===== config.mk =====
export PLATFORM = sky130hd
export DESIGN_NAME = gne_var_store
export DESIGN_NICKNAME = d
export VERILOG_FILES = /design/src/rtl/core/gne_pkg.sv /design/src/rtl/core/gne_var_store.sv
export SDC_FILE = /design/constraint.sdc
export NUM_CORES = 1
export LEC_CHECK = 0
export BUFFER_PORTS_ARGS = -buffer_cell sky130_fd_sc_hd__buf_2
export CAP_MARGIN = 20
export CELL_PAD_IN_SITES_DETAIL_PLACEMENT = 0
export CELL_PAD_IN_SITES_GLOBAL_PLACEMENT = 1
export CORE_ASPECT_RATIO = 0.7
export CORE_UTILIZATION = 50
export DETAILED_ROUTE_END_ITERATION = 7
export PLACE_DENSITY = 0.91
export REMOVE_ABC_BUFFERS = 1
export SLEW_MARGIN = 15
export SYNTH_ARGS = -nofsm -noshare
export SYNTH_HDL_FRONTEND = slang
export SYNTH_SLANG_ARGS = --single-unit

===== constraint.sdc =====
create_clock -name aclk -period 2.43 [get_ports aclk]
set_input_delay 0.1215 -clock aclk [delete_from_list [all_inputs] [get_ports aclk]]
set_output_delay 0.1215 -clock aclk [all_outputs]
set_load 0.01 [all_outputs]

===== src/rtl/core/gne_pkg.sv =====
// ----------------------------------------------------------------------------
// gne_pkg
// Shared types and constants of the gate netlist evaluator.
// ----------------------------------------------------------------------------
package gne_pkg;

    // default sizes
    localparam int MAX_GATES_DEF = 256;
    localparam int NUM_VARS_DEF  = 64;
    localparam int MAX_IO_DEF    = 16;

    // fixed field widths
    localparam int IDX_W = 6;   // variable index
    localparam int OP_W  = 3;   // gate kind
    localparam int ACT_W = 2;   // action code
    localparam int VEC_W = 16;  // input / output vector
    localparam int LEN_W = 9;   // reported program length
    localparam int CFG_W = 5;   // config data

    // config register indexes
    localparam logic CFG_NUM_INPUTS  = 1'b0;
    localparam logic CFG_NUM_OUTPUTS = 1'b1;

    typedef enum logic [ACT_W-1:0] {
        ACT_CLEAR  = 2'd0,
        ACT_APPEND = 2'd1,
        ACT_EVAL   = 2'd2
    } action_t;

    typedef enum logic [OP_W-1:0] {
        OP_NOT  = 3'd0,
        OP_AND  = 3'd1,
        OP_OR   = 3'd2,
        OP_NAND = 3'd3,
        OP_NOR  = 3'd4,
        OP_XOR  = 3'd5
    } gate_op_t;

    typedef enum logic [2:0] {
        S_IDLE,
        S_LOAD,
        S_RUN,
        S_OUT,
        S_DONE
    } state_t;

    // one stored gate: op[20:18], a[17:12], b[11:6], d[5:0]
    typedef struct packed {
        logic [OP_W-1:0]  op;
        logic [IDX_W-1:0] src_a;
        logic [IDX_W-1:0] src_b;
        logic [IDX_W-1:0] dst;
    } gate_instr_t;

    // write request into the variable store
    typedef struct packed {
        logic             en;
        logic [IDX_W-1:0] idx;
        logic             val;
    } var_wr_t;

endpackage


===== src/rtl/core/gne_var_store.sv =====
// ----------------------------------------------------------------------------
// gne_var_store
// One-bit variable memory: one write port, two registered read ports,
// write-to-read forwarding, and a clearing pass after reset.
// ----------------------------------------------------------------------------
module gne_var_store
    import gne_pkg::*;
#(
    parameter int NUM_VARS = NUM_VARS_DEF
) (
    input  logic             aclk,
    input  logic             aresetn,
    input  var_wr_t          wr,
    input  logic [IDX_W-1:0] rd_a_idx,
    input  logic [IDX_W-1:0] rd_b_idx,
    output logic             rd_a_val,
    output logic             rd_b_val,
    output logic             ready
);

    // only indices below 2**IDX_W can ever be addressed
    localparam int DEPTH = (NUM_VARS < (2 ** IDX_W)) ? NUM_VARS : (2 ** IDX_W);
    localparam int AW    = $clog2(DEPTH);
    localparam logic [IDX_W:0] DEPTH_L = (IDX_W + 1)'(DEPTH);

    logic          mem [DEPTH];
    logic [AW-1:0] clr_ptr_reg;
    logic          clr_busy_reg;

    logic wr_ok;
    logic a_ok, b_ok;
    logic a_q_reg, b_q_reg;
    logic a_ok_reg, b_ok_reg;
    logic a_fwd_reg, b_fwd_reg;
    logic wv_reg;

    assign wr_ok = wr.en && ({1'b0, wr.idx} < DEPTH_L);
    assign a_ok  = {1'b0, rd_a_idx} < DEPTH_L;
    assign b_ok  = {1'b0, rd_b_idx} < DEPTH_L;

    // clearing pass
    always_ff @(posedge aclk) begin
        if (!aresetn) begin
            clr_busy_reg <= 1'b1;
            clr_ptr_reg  <= '0;
        end else if (clr_busy_reg) begin
            clr_ptr_reg <= clr_ptr_reg + 1'b1;
            if (clr_ptr_reg == AW'(DEPTH - 1)) begin
                clr_busy_reg <= 1'b0;
            end
        end
    end

    // memory array
    always_ff @(posedge aclk) begin
        if (clr_busy_reg) begin
            mem[clr_ptr_reg] <= 1'b0;
        end else if (wr_ok) begin
            mem[AW'(wr.idx)] <= wr.val;
        end
        a_q_reg <= mem[AW'(rd_a_idx)];
        b_q_reg <= mem[AW'(rd_b_idx)];
    end

    // forward a write landing in the same cycle as the read
    always_ff @(posedge aclk) begin
        a_ok_reg  <= a_ok;
        b_ok_reg  <= b_ok;
        a_fwd_reg <= wr_ok && (wr.idx == rd_a_idx);
        b_fwd_reg <= wr_ok && (wr.idx == rd_b_idx);
        wv_reg    <= wr.val;
    end

    assign rd_a_val = a_ok_reg && (a_fwd_reg ? wv_reg : a_q_reg);
    assign rd_b_val = b_ok_reg && (b_fwd_reg ? wv_reg : b_q_reg);
    assign ready    = !clr_busy_reg;

endmodule


### Yosys cells after proc, flatten, opt, wreduce, memory -nomap -nowiden

Memory sizes are Yosys's and may differ from the RTL's. A register that Yosys moved wholly into a read port is not among the register bits.
Index checks and enable logic that the tools add are counted.

* RAM bits: 64
* memories: 1
* flip-flop bits (word level): 10
* bits of input ports: 22

* mux-type cells: 12
* reduce and logical (&&, ||, !) cells: 4
* add/sub/neg operators: 1
* equal/unequal tests: 3

Memory list
* mem: depth 64, width 1, rd ports 2, clocked after memory_dff 2, write ports 1, RTL line gne_var_store.sv:26 `logic mem [DEPTH];`

Operator list (count)
* $eq A6 B6 Y1: 2
* $mux W1: 11
* $add A6 B1 Y6 const B: 1
* $eq A6 B6 Y1 const B: 1
* $mux W6: 1
* $logic_and A1 B1 Y1: 2
* $logic_not A1 Y1: 1
* $reduce_or A1 Y1: 1

### Longest topological paths before layout

Gate-level depths: netlist of the first run.

* word-level depth: 5
* depth in mapped cells: 8
* depth with buffers taken out: 5

### Worst setup path after synthesis of the first run

Ideal clock, no wire load.

* path kind: register -> register
* start: register clr_busy_reg
* end: memory mem[0], data pin
* path buffers: 2
* setup time: 0.367 ns
* path slack: 0.342 ns
* stages on the path, launching flop included: 5
* arrival time: 1.721 ns
* cell sequence: dfxtp_1 > buf_2 > nor2b_1 > clkbuf_1 > and2_1

* cells in the longest elaborated chain, start to end: 4

RTL lines
* start, declared: RTL line gne_var_store.sv:28 `logic clr_busy_reg;`
* start signal, assigned: RTL line gne_var_store.sv:44 `clr_busy_reg <= 1'b1;`
* start signal, assigned: RTL line gne_var_store.sv:49 `clr_busy_reg <= 1'b0;`
* $mux W1: RTL line gne_var_store.sv:56 `if (clr_busy_reg) begin`
* $mux W1 (not written as such): RTL line gne_var_store.sv:59 `mem[AW'(wr.idx)] <= wr.val;`
* $reduce_or A1 Y1 (no source line)
* $mux W1 (no source line)
* end, declared: RTL line gne_var_store.sv:26

No other way between the ends.

### Worst setup path in the final report of the first run

* start: register clr_busy_reg
* end: memory mem[12], enable pin

* cells in the longest elaborated chain, start to end: 4
* elaborated cells on any way between the ends: 7
* classes of those cells: mux: 6; reduce/logical: 1

RTL lines (RTL line)
* $mux W1: gne_var_store.sv:56
* $mux W1 (not written as such): gne_var_store.sv:59
* $reduce_or A1 Y1 (no source line)
* $mux W6 (no source line) or $mux W1 (tied branches)

Several ways; a longest one is shown, not always the timed one.

==> qor.yml, run 1 <==
status: "finished clean"
cts_tree: "done"
rsz0062_at_grt: "false"
drtAntennaViolNets: 0
hp-start: "rd_b_idx[5]"
synthTopCellsByCount: "nor2_1 (67), edfxtp_1 (64), nand2_1 (32), mux4_2 (27), dfxtp_1 (12)"
grt_pass1_wl_mm: 15.8
grt_use_total_pct: 25.4
die-area_mm2: 0.00860
drt_iter0_drc: 325
synthFlopType: "edfxtp_1"
hold_path_depth: 2
synth_top_cell_area_share_pct: 46.7
synthCells: 332
gp_congestion: 0.833
routed_wirelength_mm: 9.95
num_rows: 27
slew_headroom_pct: 62.8
required_ns: 2.47
max-cap-violations: 0
largest_register_ffs: 64
startpoint_type: "flip-flop"
cts_root_buf: "clkbuf_16"
drive_gt1_share_pct: 21.2
synth.distinct_cells: 38
vdd_drop_max_v: 0.000555
slew_violations: 0
syn_to_final_growth_pct: 13.4
grt_overflow: 0
fmax_mhz: 462
synth-seq-area-share_pct: 52.5
routed_via_density: 6.30
path_max_fanout: 15
drc: 0
ff2ff_setup_slack_ns: 0.26
critical_path_class: "flip-flop to flip-flop"
min_path_type: "input pin to flip-flop"
fp.dieW_um: 110
num_vias: 2898
setup_violations: 0
fin_crit_ns: 2.17
worst_setup_path_end_kind: "flip-flop"
avgRoutedWirePerCell_um: 21.6
hpwl_mm: 7.04
worst_pin_slew_ns: 0.558
finalClockSkew_ns: 0.00492
htree_num_levels: 3
min_to: "b_q_reg"
clk_pin_slew_worst_paths_ns: 0.06
portBuffers: 24
p_leak_nw: 1.55
core_mm2: 0.00791
layout.nets: 377
worstReg2RegStart: "clr_busy_reg"
n_antenna_cell: 0
dieHeight_um: 77.9
synth_area_mm2: 0.00412
worstRegToRegCells: 4
async_flop_share_pct: 0
start_util_pct: 52.1
numCtsBuffers: 9
fin_util_pct: 59.0
critPathArrivalTime_ns: 2.20
final.setup.tns_ns: 0
ys_ff_latch: 76
synth_most_common_cell: "nor2_1"
clkLatencyLatePin_ns: 0.34
grt_max_degree: 65
rr_endpoint: "mem[12]"
ios: 25
clkSinkCount: 76
avgSynthCellArea_um2: 12.4
hold_violations: 0
synth_top_cells_by_area: "edfxtp_1 (47%), mux4_2 (15%), nor2_1 (6.1%)"
first_global_vias: 2798
synth.yosys.warnings: 0
finalCritPeriodShare_pct: 89.1
synth_edf_count: 64
grt_antenna_before_repair: 0
power_density_mw_per_mm2: 691
synth_top_area_cell: "edfxtp_1"
whs_ns: 0.0235
drtPass1Iterations: 4
post_cts_buffers: 0
ctsLongestPathBuffers: 2
[cell type report]
| cell class | instances | area, µm² |
|---|---|---|
| Clock buffer | 9 | 225 |
| Clock inverter | 7 | 115 |
| Fill cell | 637 | 3240 |
| Inverter | 4 | 15.0 |
| Multi-Input combinational cell | 232 | 1840 |
| Sequential cell | 76 | 2160 |
| Tap cell | 101 | 126 |
| Timing Repair Buffer | 31 | 178 |
[critical path, stage by stage, from the launching register on]
cell,delay (ns)
dfxtp_1,0.40
nand2b_1,0.41
o31ai_1,0.41
nand2_1,0.35
nor2_1,0.28
[layout by cell type (no fill, tap or decap), drive strengths merged, types with 4 or more instances in the layout]
cell type	netlist	layout
nor2	67	67
edfxtp	64	64
mux4	33	33
nand2	32	32
buf	10	29
dfxtp	12	12
o21ai	11	11
nand3	10	10
xnor2	9	9
clkbuf	10	9
xor2	7	7
and2	6	6
nor2b	6	6
nand2b	5	5
mux2i	5	5
nand4	5	5
inv	4	4
or3	4	4
a21oi	4	4
[per-layer routing]
metal	vias to the layer above	share of wire, %	GRT usage, %
li1	1287	-	-
met4	0	1.2	6.80
met5	-	0	0
met3	15	11	8.20
met2	153	45	36.6
met1	1443	43	36.9
[metrics by stage]
stage,setup WS [ns],cell area (µm²),total power (W),cells
global placement,0.342,4300,0.00171,442
finish,0.264,4670,0.00323,460
detailed placement,0.299,4300,0.00172,442
floorplan,0.353,4020,0.00160,312
CTS,0.283,4660,0.00324,460
global route,0.115,4670,0.00332,460
[cell families after synthesis]
logic type | count (synthesis) | synth area share [%]
compound gates | 33 | 5.23
mux | 41 | 20.6
flops | 76 | 52.5
buf+inv | 24 | 2.71
xor+xnor | 16 | 3.41
fa+ha+maj | 1 | 0.304
simple gates | 141 | 15.2
[report_power, final]
part	total (W)	internal, W	switching [W]
Combinational	0.000274	0.000122	0.000153
Sequential	0.00142	0.00141	0.0000119
Clock	0.00153	0.000999	0.000532
[how the worst max path moves through the flow]
stage,from,endpoint,cells past startpoint
2_1_floorplan,clr_busy_reg,mem[0],2
3_3_place_gp,clr_busy_reg,mem[15],5
3_5_place_dp,clr_busy_reg,mem[41],5
4_1_cts,clr_busy_reg,mem[41],5
5_1_grt,clr_busy_reg,mem[54],5
6_report,clr_busy_reg,mem[12],4
[what timing repair did]
action	CTS	global route
hold buffers	2	0
endpoints found under the hold margin	2	0
setup endpoints to repair	0	1
resized for setup	0	1
(Power assumes the default switching activity.)
==> run 2, diff against run 1 <==
- CELL_PAD_IN_SITES_GLOBAL_PLACEMENT: 1 -> 2
- CORE_MARGIN: default -> 2
- CORE_UTILIZATION: 50 -> 42
- PLACE_DENSITY: 0.91 -> 0.9
==> run 2 against run 1 <==
  * Critical path depth rose by 1
  * Routed wire length is 5.1% higher
  * Cell area fell by 0.94%
  * Largest cell class unchanged
  * Global-route usage decreased by 3.9 points
  * Combinational power is 2% higher
  * First-iteration DRC count is 22% higher
  * Non-clock buffer count is 1 higher
  * Clock skew increased by 0.00077 ns
  * Sequential cell count stayed put
  * Clock power decreased by 23%
  * Register-to-register slack worse by 0.05 ns
  * Cell count up 5.9%
==> qor.yml, run 2 (synthesized netlist as in run 1, its figures left out) <==
status: "finished clean"
first_global_vias: 2798
num_vias: 2901
start_util_pct: 42.8
finalClockSkew_ns: 0.00569
drtPass1Iterations: 5
post_cts_buffers: 0
rsz0062_at_grt: "false"
whs_ns: 0.0425
grt_overflow: 0
ff2ff_setup_slack_ns: 0.21
core_mm2: 0.00961
slew_headroom_pct: 56.5
critPathArrivalTime_ns: 2.26
largest_register_ffs: 64
num_rows: 30
min_path_type: "input pin to flip-flop"
cts_root_buf: "clkbuf_16"
final.setup.tns_ns: 0
drive_gt1_share_pct: 20.6
worst_setup_path_end_kind: "flip-flop"
hp-start: "rd_b_idx[5]"
routed_via_density: 5.96
fp.dieW_um: 122
avgRoutedWirePerCell_um: 21.5
fmax_mhz: 451
nFillCells: 884
finalCritPeriodShare_pct: 91.2
fin_crit_ns: 2.22
grt_pass1_wl_mm: 16.1
drc: 0
n_antenna_cell: 0
startpoint_type: "flip-flop"
ios: 25
clk_pin_slew_worst_paths_ns: 0.06
clkLatencyLatePin_ns: 0.34
power_density_mw_per_mm2: 624
ctsLongestPathBuffers: 2
drt_iter0_drc: 397
portBuffers: 24
min_to: "b_q_reg"
layout.nets: 378
die-area_mm2: 0.0106
drtAntennaViolNets: 0
gp_congestion: 0.857
htree_num_levels: 3
hpwl_mm: 7.60
hold_path_depth: 2
numCtsBuffers: 9
routed_wirelength_mm: 10.5
p_leak_nw: 1.51
setup_violations: 0
worstRegToRegCells: 5
critical_path_class: "flip-flop to flip-flop"
grt_antenna_before_repair: 0
hold_violations: 0
final_cell_mix: "nor2_1 (67), edfxtp_1 (64), nand2_1 (32)"
dieHeight_um: 86.8
vdd_drop_max_v: 0.000407
cts_tree: "done"
syn_to_final_growth_pct: 12.3
path_max_fanout: 10
grt_max_degree: 49
final_common_cell: "nor2_1"
grt_use_total_pct: 21.5
required_ns: 2.47
fin_util_pct: 48.1
clkSinkCount: 76
worstReg2RegStart: "clr_busy_reg"
worst_pin_slew_ns: 0.651
rr_endpoint: "mem[47]"
slew_violations: 0
max-cap-violations: 0
run 2: per-layer routing:
| layer | global-route usage (%) | routed length (µm) | part of all wire (%) |
|---|---|---|---|
| met5 | 0 | 0 | 0 |
| met1 | 31.6 | 4820 | 46 |
| met3 | 7.70 | 1010 | 9.7 |
| met4 | 5.43 | 87 | 0.83 |
| met2 | 30.4 | 4530 | 43 |
run 2: per-stage QoR:
stage	std cells	worst slack, ns	total power, W	cell area [µm²]
finish	487	0.215	0.00288	4620
CTS	487	0.247	0.00290	4620
detailed placement	470	0.261	0.00172	4340
floorplan	312	0.353	0.00160	4020
global route	487	0.0276	0.00298	4620
global placement	470	0.244	0.00172	4340
run 2: area by class of cell:
| type | instances | area [µm²] | share of cell area [%] |
|---|---|---|---|
| inverter | 4 | 15.0 | 0.325 |
| sequential | 76 | 2160 | 46.8 |
| clock inverter | 6 | 32.5 | 0.704 |
| timing repair buffer | 32 | 185 | 4.01 |
| clock buffer | 9 | 225 | 4.87 |
| multi-input combinational | 232 | 1840 | 39.8 |
| tap | 128 | 160 | 3.47 |
run 2: repair_timing:
action	in CTS	in global routing
endpoints found under the hold margin	2	0
hold buffers	2	0
gates resized for setup	0	0
run 2: worst max path at each step:
stage                      start  slack, ns       to
finish              clr_busy_reg       0.21  mem[47]
CTS                 clr_busy_reg       0.25   mem[8]
floorplan           clr_busy_reg       0.35   mem[0]
detailed placement  clr_busy_reg       0.26  mem[47]
global route        clr_busy_reg       0.03  mem[40]
global placement    clr_busy_reg       0.24  mem[41]
run 2: report_power, final:
group | internal [W] | switching [W] | leakage [nW]
Combinational | 0.000121 | 0.000159 | 0.720
Sequential | 0.00141 | 0.0000117 | 0.668
Clock | 0.000674 | 0.000508 | 0.122
run 2: critical path: stages (launching register included):
cell     delay [ns]
dfxtp_1        0.41
nor2b_1        0.57
mux2i_1        0.41
and2_1         0.23
nand2_1        0.14
nor2_1         0.16
